`src/rms_pkg.sv`:
```
// ----------------------------------------------------------------------------
// rms_pkg: shared constants and types of the rms meter
// widths of the sample path, the frame sums and the divide and root units
// ----------------------------------------------------------------------------
package rms_pkg;

   localparam int SAMPLE_BITS = 16;
   localparam int MAX_LEN     = 65536;
   localparam int RMS_BITS    = 16;

   // a square of a full-scale negative sample needs 2*SAMPLE_BITS-1 bits
   localparam int SQ_BITS     = 2 * SAMPLE_BITS - 1;
   localparam int CNT_BITS    = $clog2(MAX_LEN + 1);
   localparam int SUM_BITS    = SQ_BITS + $clog2(MAX_LEN);
   localparam int ROOT_BITS   = (SUM_BITS + 1) / 2;
   localparam int RAD_BITS    = 2 * ROOT_BITS;
   localparam int STEP_BITS   = $clog2(SUM_BITS);

   localparam int QUEUE_DEPTH = 2;
   localparam int QPTR_BITS   = $clog2(QUEUE_DEPTH);
   localparam int QCNT_BITS   = $clog2(QUEUE_DEPTH + 1);

   // one finished frame handed from the accumulator to the divide/root side
   typedef struct packed {
      logic [SUM_BITS-1:0] sum;
      logic [CNT_BITS-1:0] count;
      logic                too_long;
   } frame_type;

   typedef enum logic [1:0] {
      BK_IDLE,
      BK_DIV,
      BK_SQRT,
      BK_DONE
   } back_state_type;

endpackage

```
`src/rms_req_if.sv`:
```
// ----------------------------------------------------------------------------
// rms_req_if: sample request channel
// valid/ready channel carrying one signed sample and the end-of-frame mark
// ----------------------------------------------------------------------------
interface rms_req_if import rms_pkg::*; ();
   logic                          valid;
   logic                          ready;
   logic signed [SAMPLE_BITS-1:0] sample;
   logic                          last;

   modport source (output valid, output sample, output last, input ready);
   modport sink   (input valid, input sample, input last, output ready);
endinterface

```
`src/rms_rsp_if.sv`:
```
// ----------------------------------------------------------------------------
// rms_rsp_if: result channel
// valid/ready channel carrying one rms value and the truncation flag
// ----------------------------------------------------------------------------
interface rms_rsp_if import rms_pkg::*; ();
   logic                valid;
   logic                ready;
   logic [RMS_BITS-1:0] rms;
   logic                too_long;

   modport source (output valid, output rms, output too_long, input ready);
   modport sink   (input valid, input rms, input too_long, output ready);
endinterface

```
`src/rms_meter.sv`:
```
// ----------------------------------------------------------------------------
// rms_meter: frame rms meter
// per-frame root mean square of signed q1.15 samples
// ----------------------------------------------------------------------------
// Samples enter at one request per cycle while the frame queue has room. Each
// sample is squared, registered, and added to a 47-bit frame sum with a 17-bit
// count; once 65536 samples are counted the rest of the frame is dropped and
// too_long is set. The request marked last closes the frame and its totals go
// into a two-entry queue. The back unit pops a frame and runs a restoring divide
// (one quotient bit per cycle), then a square root (one root bit per cycle), then
// hands the result to the output register once that register is free. A new
// frame is taken only after the previous result is handed on. When frames close
// faster than the back unit drains them, the queue fills and the request side
// waits on the closing sample. The result is floor(sqrt(floor(sum / count))) in
// unsigned q1.15, at most 0x8000.
// ----------------------------------------------------------------------------
module rms_meter import rms_pkg::*; (
   input  logic      clock,
   input  logic      reset,
   rms_req_if.sink   req_bus,
   rms_rsp_if.source rsp_bus
);

   // frame totals from the accumulator into the queue
   logic      push_valid;
   logic      push_ready;
   frame_type push_frame;

   // queue head toward the divide/root unit
   logic      pop_valid;
   logic      pop_ready;
   frame_type pop_frame;

   // accumulator: squares, sums and counts one sample per cycle unless a closing sample waits on a full queue
   rms_front u_front (
      .clock      (clock),
      .reset      (reset),
      .req_bus    (req_bus),
      .push_ready (push_ready),
      .push_valid (push_valid),
      .push_frame (push_frame)
   );

   // decouples frame closing from the multi-cycle back unit
   rms_queue u_queue (
      .clock      (clock),
      .reset      (reset),
      .push_valid (push_valid),
      .push_ready (push_ready),
      .push_frame (push_frame),
      .pop_valid  (pop_valid),
      .pop_ready  (pop_ready),
      .pop_frame  (pop_frame)
   );

   // divide, square root and output register
   rms_back u_back (
      .clock     (clock),
      .reset     (reset),
      .pop_valid (pop_valid),
      .pop_ready (pop_ready),
      .pop_frame (pop_frame),
      .rsp_bus   (rsp_bus)
   );

   // the accumulator never closes a frame into a full queue
   a_push_has_room: assert property (@(posedge clock) disable iff (reset)
      push_valid |-> push_ready)
      else $error("frame pushed into full queue");

   // after taking a frame the back unit leaves idle and is no longer ready for another
   a_pop_has_frame: assert property (@(posedge clock) disable iff (reset)
      (pop_ready && pop_valid) |=> !pop_ready)
      else $error("back unit took a frame without leaving idle");

   // a counted frame always has a nonzero divisor
   a_count_nonzero: assert property (@(posedge clock) disable iff (reset)
      push_valid |-> (push_frame.count != '0))
      else $error("frame closed with zero count");

   // no result is shown right after reset
   a_reset_quiet: assert property (@(posedge clock)
      reset |=> !rsp_bus.valid)
      else $error("result valid after reset");

endmodule

```
`src/rms_front.sv`:
```
// ----------------------------------------------------------------------------
// rms_front: sample accumulator
// squares each sample, sums squares and counts samples per frame
// ----------------------------------------------------------------------------
module rms_front import rms_pkg::*; (
   input  logic      clock,
   input  logic      reset,
   rms_req_if.sink   req_bus,
   input  logic      push_ready,
   output logic      push_valid,
   output frame_type push_frame
);

   logic [SAMPLE_BITS-1:0]   mag;
   logic [2*SAMPLE_BITS-1:0] prod;
   logic                     accepted;
   logic                     s1_go;
   logic                     count_full;

   logic                     s1_valid_ff;
   logic                     s1_last_ff;
   logic [SQ_BITS-1:0]       s1_sq_ff;

   logic [SUM_BITS-1:0]      sum_ff;
   logic [SUM_BITS-1:0]      sum_in;
   logic [CNT_BITS-1:0]      cnt_ff;
   logic [CNT_BITS-1:0]      cnt_in;
   logic                     ovf_ff;
   logic                     ovf_in;

   // magnitude as unsigned, full-scale negative wraps to 2^(SAMPLE_BITS-1)
   assign mag  = req_bus.sample[SAMPLE_BITS-1] ? (~req_bus.sample + 1'b1) : req_bus.sample;
   assign prod = mag * mag;

   // a last sample can only retire when the frame queue has room
   assign s1_go         = s1_valid_ff && (!s1_last_ff || push_ready);
   assign req_bus.ready = !s1_valid_ff || s1_go;
   assign accepted      = req_bus.valid && req_bus.ready;

   assign count_full = (cnt_ff == CNT_BITS'(MAX_LEN));
   assign sum_in     = count_full ? sum_ff : (sum_ff + SUM_BITS'(s1_sq_ff));
   assign cnt_in     = count_full ? cnt_ff : (cnt_ff + 1'b1);
   assign ovf_in     = ovf_ff | count_full;

   assign push_valid          = s1_go && s1_last_ff;
   assign push_frame.sum      = sum_in;
   assign push_frame.count    = cnt_in;
   assign push_frame.too_long = ovf_in;

   always_ff @(posedge clock) begin
      if (reset) begin
         s1_valid_ff <= 1'b0;
         sum_ff      <= '0;
         cnt_ff      <= '0;
         ovf_ff      <= 1'b0;
      end else begin
         if (req_bus.ready) begin
            s1_valid_ff <= accepted;
         end
         if (s1_go) begin
            if (s1_last_ff) begin
               sum_ff <= '0;
               cnt_ff <= '0;
               ovf_ff <= 1'b0;
            end else begin
               sum_ff <= sum_in;
               cnt_ff <= cnt_in;
               ovf_ff <= ovf_in;
            end
         end
      end
   end

   // square and mark, registered before the add
   always_ff @(posedge clock) begin
      if (accepted) begin
         s1_sq_ff   <= prod[SQ_BITS-1:0];
         s1_last_ff <= req_bus.last;
      end
   end

endmodule

```
`src/rms_queue.sv`:
```
// ----------------------------------------------------------------------------
// rms_queue: frame queue
// short fifo of finished frame totals between accumulator and divide/root
// ----------------------------------------------------------------------------
module rms_queue import rms_pkg::*; (
   input  logic      clock,
   input  logic      reset,
   input  logic      push_valid,
   output logic      push_ready,
   input  frame_type push_frame,
   output logic      pop_valid,
   input  logic      pop_ready,
   output frame_type pop_frame
);

   frame_type              entries_ff [QUEUE_DEPTH];
   logic [QPTR_BITS-1:0]   wr_ptr_ff;
   logic [QPTR_BITS-1:0]   rd_ptr_ff;
   logic [QCNT_BITS-1:0]   fill_ff;
   logic                   do_push;
   logic                   do_pop;

   assign push_ready = (fill_ff != QCNT_BITS'(QUEUE_DEPTH));
   assign pop_valid  = (fill_ff != '0);
   assign pop_frame  = entries_ff[rd_ptr_ff];
   assign do_push    = push_valid && push_ready;
   assign do_pop     = pop_valid && pop_ready;

   always_ff @(posedge clock) begin
      if (reset) begin
         wr_ptr_ff <= '0;
         rd_ptr_ff <= '0;
         fill_ff   <= '0;
      end else begin
         if (do_push) begin
            wr_ptr_ff <= (wr_ptr_ff == QPTR_BITS'(QUEUE_DEPTH - 1)) ? '0 : wr_ptr_ff + 1'b1;
         end
         if (do_pop) begin
            rd_ptr_ff <= (rd_ptr_ff == QPTR_BITS'(QUEUE_DEPTH - 1)) ? '0 : rd_ptr_ff + 1'b1;
         end
         if (do_push && !do_pop) begin
            fill_ff <= fill_ff + 1'b1;
         end else if (do_pop && !do_push) begin
            fill_ff <= fill_ff - 1'b1;
         end
      end
   end

   always_ff @(posedge clock) begin
      if (do_push) begin
         entries_ff[wr_ptr_ff] <= push_frame;
      end
   end

endmodule

```
`src/rms_back.sv`:
```
// ----------------------------------------------------------------------------
// rms_back: mean and root unit
// restoring divide of sum by count, then digit-by-digit square root
// ----------------------------------------------------------------------------
module rms_back import rms_pkg::*; (
   input  logic      clock,
   input  logic      reset,
   input  logic      pop_valid,
   output logic      pop_ready,
   input  frame_type pop_frame,
   rms_rsp_if.source rsp_bus
);

   back_state_type         state_ff;
   back_state_type         state_in;
   logic [STEP_BITS-1:0]   step_ff;

   logic [SUM_BITS-1:0]    dvd_ff;
   logic [CNT_BITS-1:0]    drem_ff;
   logic [CNT_BITS-1:0]    divisor_ff;
   logic                   ovf_ff;
   logic [RAD_BITS-1:0]    rad_ff;
   logic [ROOT_BITS-1:0]   root_ff;
   logic [ROOT_BITS+1:0]   srem_ff;

   logic                   out_valid_ff;
   logic [RMS_BITS-1:0]    out_rms_ff;
   logic                   out_long_ff;

   logic [CNT_BITS:0]      drem_sh;
   logic [CNT_BITS:0]      drem_sub;
   logic                   div_ge;
   logic [SUM_BITS-1:0]    quot_in;
   logic [ROOT_BITS+1:0]   srem_sh;
   logic [ROOT_BITS+1:0]   trial;
   logic                   sq_ge;

   logic                   div_last;
   logic                   sqrt_last;
   logic                   load_out;

   // one quotient bit per cycle, shifted into the dividend register
   assign drem_sh  = {drem_ff, dvd_ff[SUM_BITS-1]};
   assign div_ge   = (drem_sh >= {1'b0, divisor_ff});
   assign drem_sub = drem_sh - {1'b0, divisor_ff};
   assign quot_in  = {dvd_ff[SUM_BITS-2:0], div_ge};

   // one root bit per cycle from two radicand bits
   assign srem_sh = {srem_ff[ROOT_BITS-1:0], rad_ff[RAD_BITS-1 -: 2]};
   assign trial   = {root_ff, 2'b01};
   assign sq_ge   = (srem_sh >= trial);

   always_comb begin
      state_in = state_ff;
      unique case (state_ff)
         BK_IDLE: if (pop_valid) state_in = BK_DIV;
         BK_DIV:  if (step_ff == STEP_BITS'(SUM_BITS - 1)) state_in = BK_SQRT;
         BK_SQRT: if (step_ff == STEP_BITS'(ROOT_BITS - 1)) state_in = BK_DONE;
         BK_DONE: if (!out_valid_ff || rsp_bus.ready) state_in = BK_IDLE;
         default: state_in = BK_IDLE;
      endcase
   end

   always_comb begin
      pop_ready = 1'b0;
      div_last  = 1'b0;
      sqrt_last = 1'b0;
      load_out  = 1'b0;
      unique case (state_ff)
         BK_IDLE: pop_ready = 1'b1;
         BK_DIV:  div_last  = (step_ff == STEP_BITS'(SUM_BITS - 1));
         BK_SQRT: sqrt_last = (step_ff == STEP_BITS'(ROOT_BITS - 1));
         BK_DONE: load_out  = !out_valid_ff || rsp_bus.ready;
         default: pop_ready = 1'b0;
      endcase
   end

   always_ff @(posedge clock) begin
      if (reset) begin
         state_ff     <= BK_IDLE;
         step_ff      <= '0;
         out_valid_ff <= 1'b0;
      end else begin
         state_ff <= state_in;
         if (div_last || sqrt_last || (state_ff == BK_IDLE)) begin
            step_ff <= '0;
         end else begin
            step_ff <= step_ff + 1'b1;
         end
         if (load_out) begin
            out_valid_ff <= 1'b1;
         end else if (rsp_bus.ready) begin
            out_valid_ff <= 1'b0;
         end
      end
   end

   always_ff @(posedge clock) begin
      unique case (state_ff)
         BK_IDLE: begin
            if (pop_valid) begin
               dvd_ff     <= pop_frame.sum;
               divisor_ff <= pop_frame.count;
               ovf_ff     <= pop_frame.too_long;
               drem_ff    <= '0;
            end
         end
         BK_DIV: begin
            dvd_ff  <= quot_in;
            drem_ff <= div_ge ? drem_sub[CNT_BITS-1:0] : drem_sh[CNT_BITS-1:0];
            if (div_last) begin
               rad_ff  <= RAD_BITS'(quot_in);
               root_ff <= '0;
               srem_ff <= '0;
            end
         end
         BK_SQRT: begin
            rad_ff  <= {rad_ff[RAD_BITS-3:0], 2'b00};
            srem_ff <= sq_ge ? (srem_sh - trial) : srem_sh;
            root_ff <= {root_ff[ROOT_BITS-2:0], sq_ge};
         end
         BK_DONE: begin
            if (load_out) begin
               out_rms_ff  <= root_ff[RMS_BITS-1:0];
               out_long_ff <= ovf_ff;
            end
         end
         default: begin
            drem_ff <= drem_ff;
         end
      endcase
   end

   assign rsp_bus.valid    = out_valid_ff;
   assign rsp_bus.rms      = out_rms_ff;
   assign rsp_bus.too_long = out_long_ff;

endmodule

```
`src/flat_wrapper.sv`:
```
// flat-port wrapper written by rule: the top's interface ports become plain ports
module rms_meter_flat import rms_pkg::*;
  (clock, reset, req_bus_valid, req_bus_sample, req_bus_last, req_bus_ready, rsp_bus_valid, rsp_bus_rms, rsp_bus_too_long, rsp_bus_ready);
  rms_req_if req_bus_i ();
  rms_rsp_if rsp_bus_i ();
  input  logic clock;
  input  logic reset;
  input wire logic [$bits(req_bus_i.valid)-1:0] req_bus_valid;
  input wire logic [$bits(req_bus_i.sample)-1:0] req_bus_sample;
  input wire logic [$bits(req_bus_i.last)-1:0] req_bus_last;
  output wire logic [$bits(req_bus_i.ready)-1:0] req_bus_ready;
  output wire logic [$bits(rsp_bus_i.valid)-1:0] rsp_bus_valid;
  output wire logic [$bits(rsp_bus_i.rms)-1:0] rsp_bus_rms;
  output wire logic [$bits(rsp_bus_i.too_long)-1:0] rsp_bus_too_long;
  input wire logic [$bits(rsp_bus_i.ready)-1:0] rsp_bus_ready;
  assign req_bus_i.valid = req_bus_valid;
  assign req_bus_i.sample = req_bus_sample;
  assign req_bus_i.last = req_bus_last;
  assign req_bus_ready = req_bus_i.ready;
  assign rsp_bus_valid = rsp_bus_i.valid;
  assign rsp_bus_rms = rsp_bus_i.rms;
  assign rsp_bus_too_long = rsp_bus_i.too_long;
  assign rsp_bus_i.ready = rsp_bus_ready;
  rms_meter u_core (.clock(clock), .reset(reset), .req_bus(req_bus_i), .rsp_bus(rsp_bus_i));
endmodule
```
`config.mk`:
```
export PLATFORM = sky130hd
export DESIGN_NAME = rms_meter_flat
export DESIGN_NICKNAME = d
export VERILOG_FILES = /design/src/rms_pkg.sv /design/src/rms_req_if.sv /design/src/rms_rsp_if.sv /design/src/rms_meter.sv /design/src/rms_front.sv /design/src/rms_queue.sv /design/src/rms_back.sv /design/src/flat_wrapper.sv
export SDC_FILE = /design/constraint.sdc
export NUM_CORES = 1
export LEC_CHECK = 0
export ABC_AREA = 1
export BUFFER_PORTS_ARGS = -buffer_cell sky130_fd_sc_hd__buf_2
export CAP_MARGIN = 20
export CORE_MARGIN = 4
export CORE_UTILIZATION = 60
export DETAILED_ROUTE_END_ITERATION = 8
export GPL_TIMING_DRIVEN = 0
export PLACE_DENSITY = 0.73
export REMOVE_ABC_BUFFERS = 1
export SLEW_MARGIN = 5
export SYNTH_ARGS = -nofsm -noshare
export SYNTH_HDL_FRONTEND = slang
export SYNTH_HIERARCHICAL = 1
export SYNTH_SLANG_ARGS = --single-unit
export TNS_END_PERCENT = 100
```
`constraint.sdc`:
```
create_clock -name clock -period 9.6 [get_ports clock]
set_clock_uncertainty 0.15 [all_clocks]
set_input_delay 0.96 -clock clock [delete_from_list [all_inputs] [get_ports clock]]
set_output_delay 0.96 -clock clock [all_outputs]
set_load 0.05 [all_outputs]
```
==> results.toml, run 1 <==
[clock_tree]
cts.repair.resized = 0
cts_setup_buffers = 0
insertion_delay_ns = 0.59
clockBufferDepth = 3
ctsRootBufferMaster = "clkbuf_16"
cts-hold-fix-buffers = 0
cts_inserted_buffers = 45
cts_tree = "built"
clock-sinks = 436
path_clk_slew_ns = 0.07
htree_levels = 2

[routing]
drt_first_pass_iters = 6
viasPerCell = 5.25
num_vias = 23586
wl_um = 67500
drt-initial-drc-count = 1643
wl_per_cell_um = 15.0
postRouteAntennaNets = 0
route.detailed.drc = 0

[die]
io_pins = 40
std_cell_rows = 83
core_um2 = 51600
start_util = 0.610
die_x_um = 237
dieArea_um2 = 56200
die_h_um = 237

[timing]
period_needed_ns = 8.09
worst_slack_ns = 1.51
setup_viol = 0
drv_slew = 0
hold_viol_final = 0
tightest_slew_ns = 1.07
rsz0062_at_grt = "no"
fin_hold_ws_ns = 0.274
slew_headroom = 0.283
fmax_ghz = 0.124
timing.final.crit_share = 0.843

[power_and_ir_drop]
power_density_nw_per_um2 = 349
leakagePower_uw = 0.0162
peakVddDrop_v = 0.000410

[synthesis]
synth-main-ff-cell = "edfxtp_1"
synthCells = 3744
netlist_area_um2 = 31500
async_reset_ff_frac = 0
synth-edff-count = 356
synth_cell_types = 57
avgSynthCellArea_um2 = 8.41
seq_area_frac_synth = 0.390
yosys_warnings = 6
synth-seq-cells = 436

[finish]
final_nets = 4138
syn_to_final_growth_pct = 8.41
antenna_cells = 0
layout_common_cells = "nand2_1, inv_1, edfxtp_1"
drive_above_1_share = 0.0800
mostFrequentLayoutCell = "nand2_1"

[critical_path]
path_max_fanout = 18
cp-end-kind = "flop"
start_kind = "input port"
crit_path_frequent_cell = "inv_1"
cp_slowest_stage_delay_ns = 0.55
reg2reg_depth = 8
arrival_ns = 8.28
cp.required_ns = 9.79
cp_slowest_cell = "fa_1"
path_class = "in2reg"

[min_path]
whs_path_depth = 0
hp-class = "reg2reg"

[placement]
hpwlAfterDp_um = 50800
pre_cts_ws_ns = 0.952
gp_congestion = 0.946
port_buffers = 39

[grt]
grt_max_degree = 95
antenna_found_initial = 1
track_usage = 0.242
first_global_vias = 23187
grt_overflow_total = 0
grt_pass1_wl_um = 113000

[status]
outcome = "finished clean"

[run]
cap_violations = 0
[state kept, by name (all words and copies together), names as in the netlist, 17 cells and up, named ones only]
| register | count |
|---|---|
| u_core/u_queue/entries_ff | 130 |
| u_core/u_back/rad_ff | 48 |
| u_core/u_back/dvd_ff | 47 |
| u_core/u_front/sum_ff | 47 |
| u_core/u_front/s1_sq_ff | 30 |
| u_core/u_back/root_ff | 24 |
| u_core/u_back/srem_ff | 24 |
| u_core/u_back/divisor_ff | 17 |
| u_core/u_back/drem_ff | 17 |
| u_core/u_front/cnt_ff | 17 |
[metrics by stage]
stage	utilization	total power, µW	area, µm²	setup TNS [ns]	cells
global placement	0.622	10100	32100	-703.30	4386
finish	0.662	11900	34100	0	4491
floorplan	-	8550	31100	-103.53	3667
global route	0.662	13200	34100	0	4491
detailed placement	0.633	10200	32700	0	4406
CTS	0.661	12000	34100	0	4490
[final cells by class]
type,instances,area [µm²]
clock inverters,24,231
well taps,680,851
clock buffers,60,1220
flip-flops and latches,436,12300
multi-input cells,2495,16100
fillers,4266,17500
inverters,736,2770
repair buffers,60,694
[metal layers]
layer / track usage / up-vias / wire length (µm) / share of wire
li1: - / 11853 / - / -
met1: 0.328 / 11099 / 30100 / 0.45
met2: 0.415 / 511 / 32500 / 0.48
met3: 0.0277 / 123 / 2960 / 0.044
met4: 0.0706 / 0 / 1850 / 0.027
met5: 0 / - / 0 / 0
[power breakdown]
group          internal, µW  switching, µW  total (µW)
Combinational          2610           4500        7110
Sequential             2890            187        3080
Clock                   987            744        1730
Total                  6490           5430       11900
[path summary, 6_finish.rpt]
kind	from	end	slack, ns
hold / removal	u_core/u_back/ovf_ff	u_core/u_back/rsp_bus.too_long	0.27
hold reg to reg	u_core/u_back/ovf_ff	u_core/u_back/rsp_bus.too_long	0.27
setup / recovery	req_bus_sample[0]	u_core/u_front/s1_sq_ff[22]	1.51
setup reg to reg	u_core/u_back/state_ff[1]	u_core/u_back/rad_ff[24]	6.48
[critical path: cells and delay by family]
family / cells / cell delay [ns]
XOR/XNOR: 1 / 0.15
AND/OR/NAND/NOR: 8 / 1.52
AO/OA/AOI/OAI: 5 / 1.00
buffers and inverters: 8 / 1.10
adder cells (fa/ha/maj): 8 / 3.50
[cells by family after synthesis]
| kind of cell | share of synthesized area |
|---|---|
| and+or+nand+nor | 0.219 |
| buffers and inverters | 0.102 |
| DFF | 0.390 |
| AOI/OAI and AO/OA | 0.0589 |
| adders and majority gates | 0.176 |
| xor gates and xnor gates | 0.0241 |
| muxes | 0.0292 |
| other | 0.000238 |
[synth_stat cells (all sizes together), types with 5 or more instances]
cell type / number / share of area
edfxtp: 356 / 0.34
a21o: 8 / 0.0019
clkbuf: 50 / 0.0060
fa: 166 / 0.11
a21oi: 161 / 0.026
a21boi: 5 / 0.0012
and2: 6 / 0.0012
nor2: 340 / 0.043
nor3: 22 / 0.0038
mux2: 65 / 0.029
xor2: 47 / 0.014
inv: 732 / 0.087
nand3: 156 / 0.026
or2: 23 / 0.0046
buf: 36 / 0.0085
dfxtp: 80 / 0.051
nand2: 1022 / 0.12
o21bai: 8 / 0.0019
nand4: 55 / 0.012
nand3b: 12 / 0.0029
o21ai: 153 / 0.025
ha: 177 / 0.070
xnor2: 37 / 0.010
No activity file was read; power rests on OpenSTA's default activity.
==> inputs of run 2 (changes only) <==
==> constraint.sdc (replaced) <==
create_clock -name clock -period 8.4 [get_ports clock]
set_clock_uncertainty 0.15 [all_clocks]
set_input_delay 0.84 -clock clock [delete_from_list [all_inputs] [get_ports clock]]
set_output_delay 0.84 -clock clock [all_outputs]
set_load 0.05 [all_outputs]
==> run 2 against run 1 <==
Clock power increased by 14%. Total power increased by 14%. Final cell count unchanged. Sequential power increased by 14%. Register-to-register slack got worse by 1.2 ns. Routed wire length increased by 0.13%. First-iteration DRC count increased by 0.12%. Design area about the same. Global-route usage unchanged. Clock-buffer cell count unchanged. Critical path depth decreased by 1.
==> results.toml, run 2 (same netlist as run 1, synthesis figures left out) <==
[power_and_ir_drop]
power.share.switching = 0.456
seq_power_share = 0.258
clkPwrFrac = 0.145
leakagePower_uw = 0.0162
peakVddDrop_v = 0.000469
p_int_uw = 7410
power_density_nw_per_um2 = 399
power_frac_comb = 0.597
p_switching_uw = 6210

[routing]
drt_first_pass_iters = 5
drt-initial-drc-count = 1645
viasPerCell = 5.26
wl_per_cell_um = 15.0
route.detailed.drc = 0
postRouteAntennaNets = 0
num_vias = 23610
wl_um = 67500

[clock_tree]
cts_setup_buffers = 0
cts-hold-fix-buffers = 0
cts_tree = "built"
path_clk_slew_ns = 0.06
cts_inserted_buffers = 45
clock-sinks = 436
htree_levels = 2
clockBufferDepth = 3
insertion_delay_ns = 0.59
ctsRootBufferMaster = "clkbuf_16"

[finish]
mostFrequentLayoutCell = "nand2_1"
fillers = 4262
antenna_cells = 0
reg.largest.list = "u_core/u_queue/entries_ff x130, u_core/u_back/rad_ff x48"
fin_util = 0.662
largest_reg_flops = 130
max_flop_register = "u_core/u_queue/entries_ff"
layout_common_cells = "nand2_1, inv_1, edfxtp_1"
drive_above_1_share = 0.0803
syn_to_final_growth_pct = 8.45
final_nets = 4138
fin_area_um2 = 34200

[critical_path]
rrSetupSlack_ns = 5.28
start_kind = "input port"
arrival_ns = 8.18
cp_slowest_stage_delay_ns = 0.85
reg2reg_depth = 8
r2r_start = "u_core/u_back/state_ff[1]"
path_depth = 29
crit_end = "u_core/u_front/s1_sq_ff[24]"
path_max_fanout = 18
cp.required_ns = 8.68
crit_family = "adder cells"
reg2reg_to = "u_core/u_back/rad_ff[24]"
path_buf_inv = 9
cp_slowest_cell = "xor2_1"
crit_path_frequent_cell = "inv_1"
path_class = "in2reg"
cp-end-kind = "flop"
critPathLaunch = "req_bus_sample[0]"

[timing]
fmax_ghz = 0.127
timing.final.crit_share = 0.940
slew_headroom = 0.271
rsz0062_at_grt = "no"
setup_tns_ns = 0
drv_slew = 0
hold_viol_final = 0
tightest_slew_ns = 1.09
setup_viol = 0
period_needed_ns = 7.90

[grt]
grt_max_degree = 95
grt_pass1_wl_um = 113000
track_usage = 0.242
first_global_vias = 23187
grt_overflow_total = 0
antenna_found_initial = 1

[die]
std_cell_rows = 83
start_util = 0.610
die_h_um = 237
core_um2 = 51600
die_x_um = 237
io_pins = 40
dieArea_um2 = 56200

[placement]
place_area_um2 = 32700
port_buffers = 39
gp_congestion = 0.946
hpwlAfterDp_um = 50800

[status]
outcome = "finished clean"

[min_path]
hp-class = "reg2reg"

[run]
cap_violations = 0
[run 2: cell types whose count changed in the layout (fill, tap and decap cells not counted)]
cell / before / now
nand2_1: 1001 / 1000
nand2_2: 19 / 20
xor2_2: 3 / 2
xor2_4: 0 / 1
[run 2: power groups by stage]
stage	clock network [µW]	registers, µW	logic, µW
after global routing	2120	3560	9370
after floorplan	0	3600	6160
after global placement	0	3710	7870
final	1980	3520	8130
after detailed placement	0	3560	8080
after CTS	2030	3520	8160
[run 2: how the worst min path moves through the flow]
stage                              start                             end  slack (ns)  cells after the start
finish              u_core/u_back/ovf_ff  u_core/u_back/rsp_bus.too_long        0.27                      0
global route                req_bus_last       u_core/u_front/s1_last_ff        0.27                      1
CTS                         req_bus_last       u_core/u_front/s1_last_ff        0.26                      1
detailed placement  u_core/u_back/ovf_ff  u_core/u_back/rsp_bus.too_long        0.26                      0
global placement    u_core/u_back/ovf_ff  u_core/u_back/rsp_bus.too_long        0.25                      0
floorplan           u_core/u_back/ovf_ff  u_core/u_back/rsp_bus.too_long        0.25                      0
[run 2: repair_timing]
item                                    4_1_cts  5_1_grt
endpoints found under the setup margin        0        4
endpoints found under the hold margin         0        0
gates resized for setup                       0        2
[run 2: through the flow]
stage	total power (µW)	hold slack (ns)	worst slack (ns)	std cells
floorplan	9770	0.250	-2.28	3667
global placement	11600	0.252	-7.50	4386
detailed placement	11600	0.260	-0.128	4406
CTS	13700	0.261	0.476	4490
global route	15000	0.268	0.0629	4491
finish	13600	0.274	0.501	4491
[run 2: metal layers]
layer	up-vias	GRT usage	wire length, µm
met5	-	0	0
met4	0	0.0706	1770
met3	117	0.0277	2830
met2	481	0.415	32600
met1	11163	0.328	30300
li1	11849	-	-
[run 2: layout make-up]
cell class	count	area, µm²	area share
Multi-Input combinational cell	2495	16100	0.471
Sequential cell	436	12300	0.360
Inverter	736	2770	0.0810
Clock buffer	60	1220	0.0358
Tap cell	680	851	0.0249
Timing Repair Buffer	60	694	0.0203
Clock inverter	24	231	0.00678
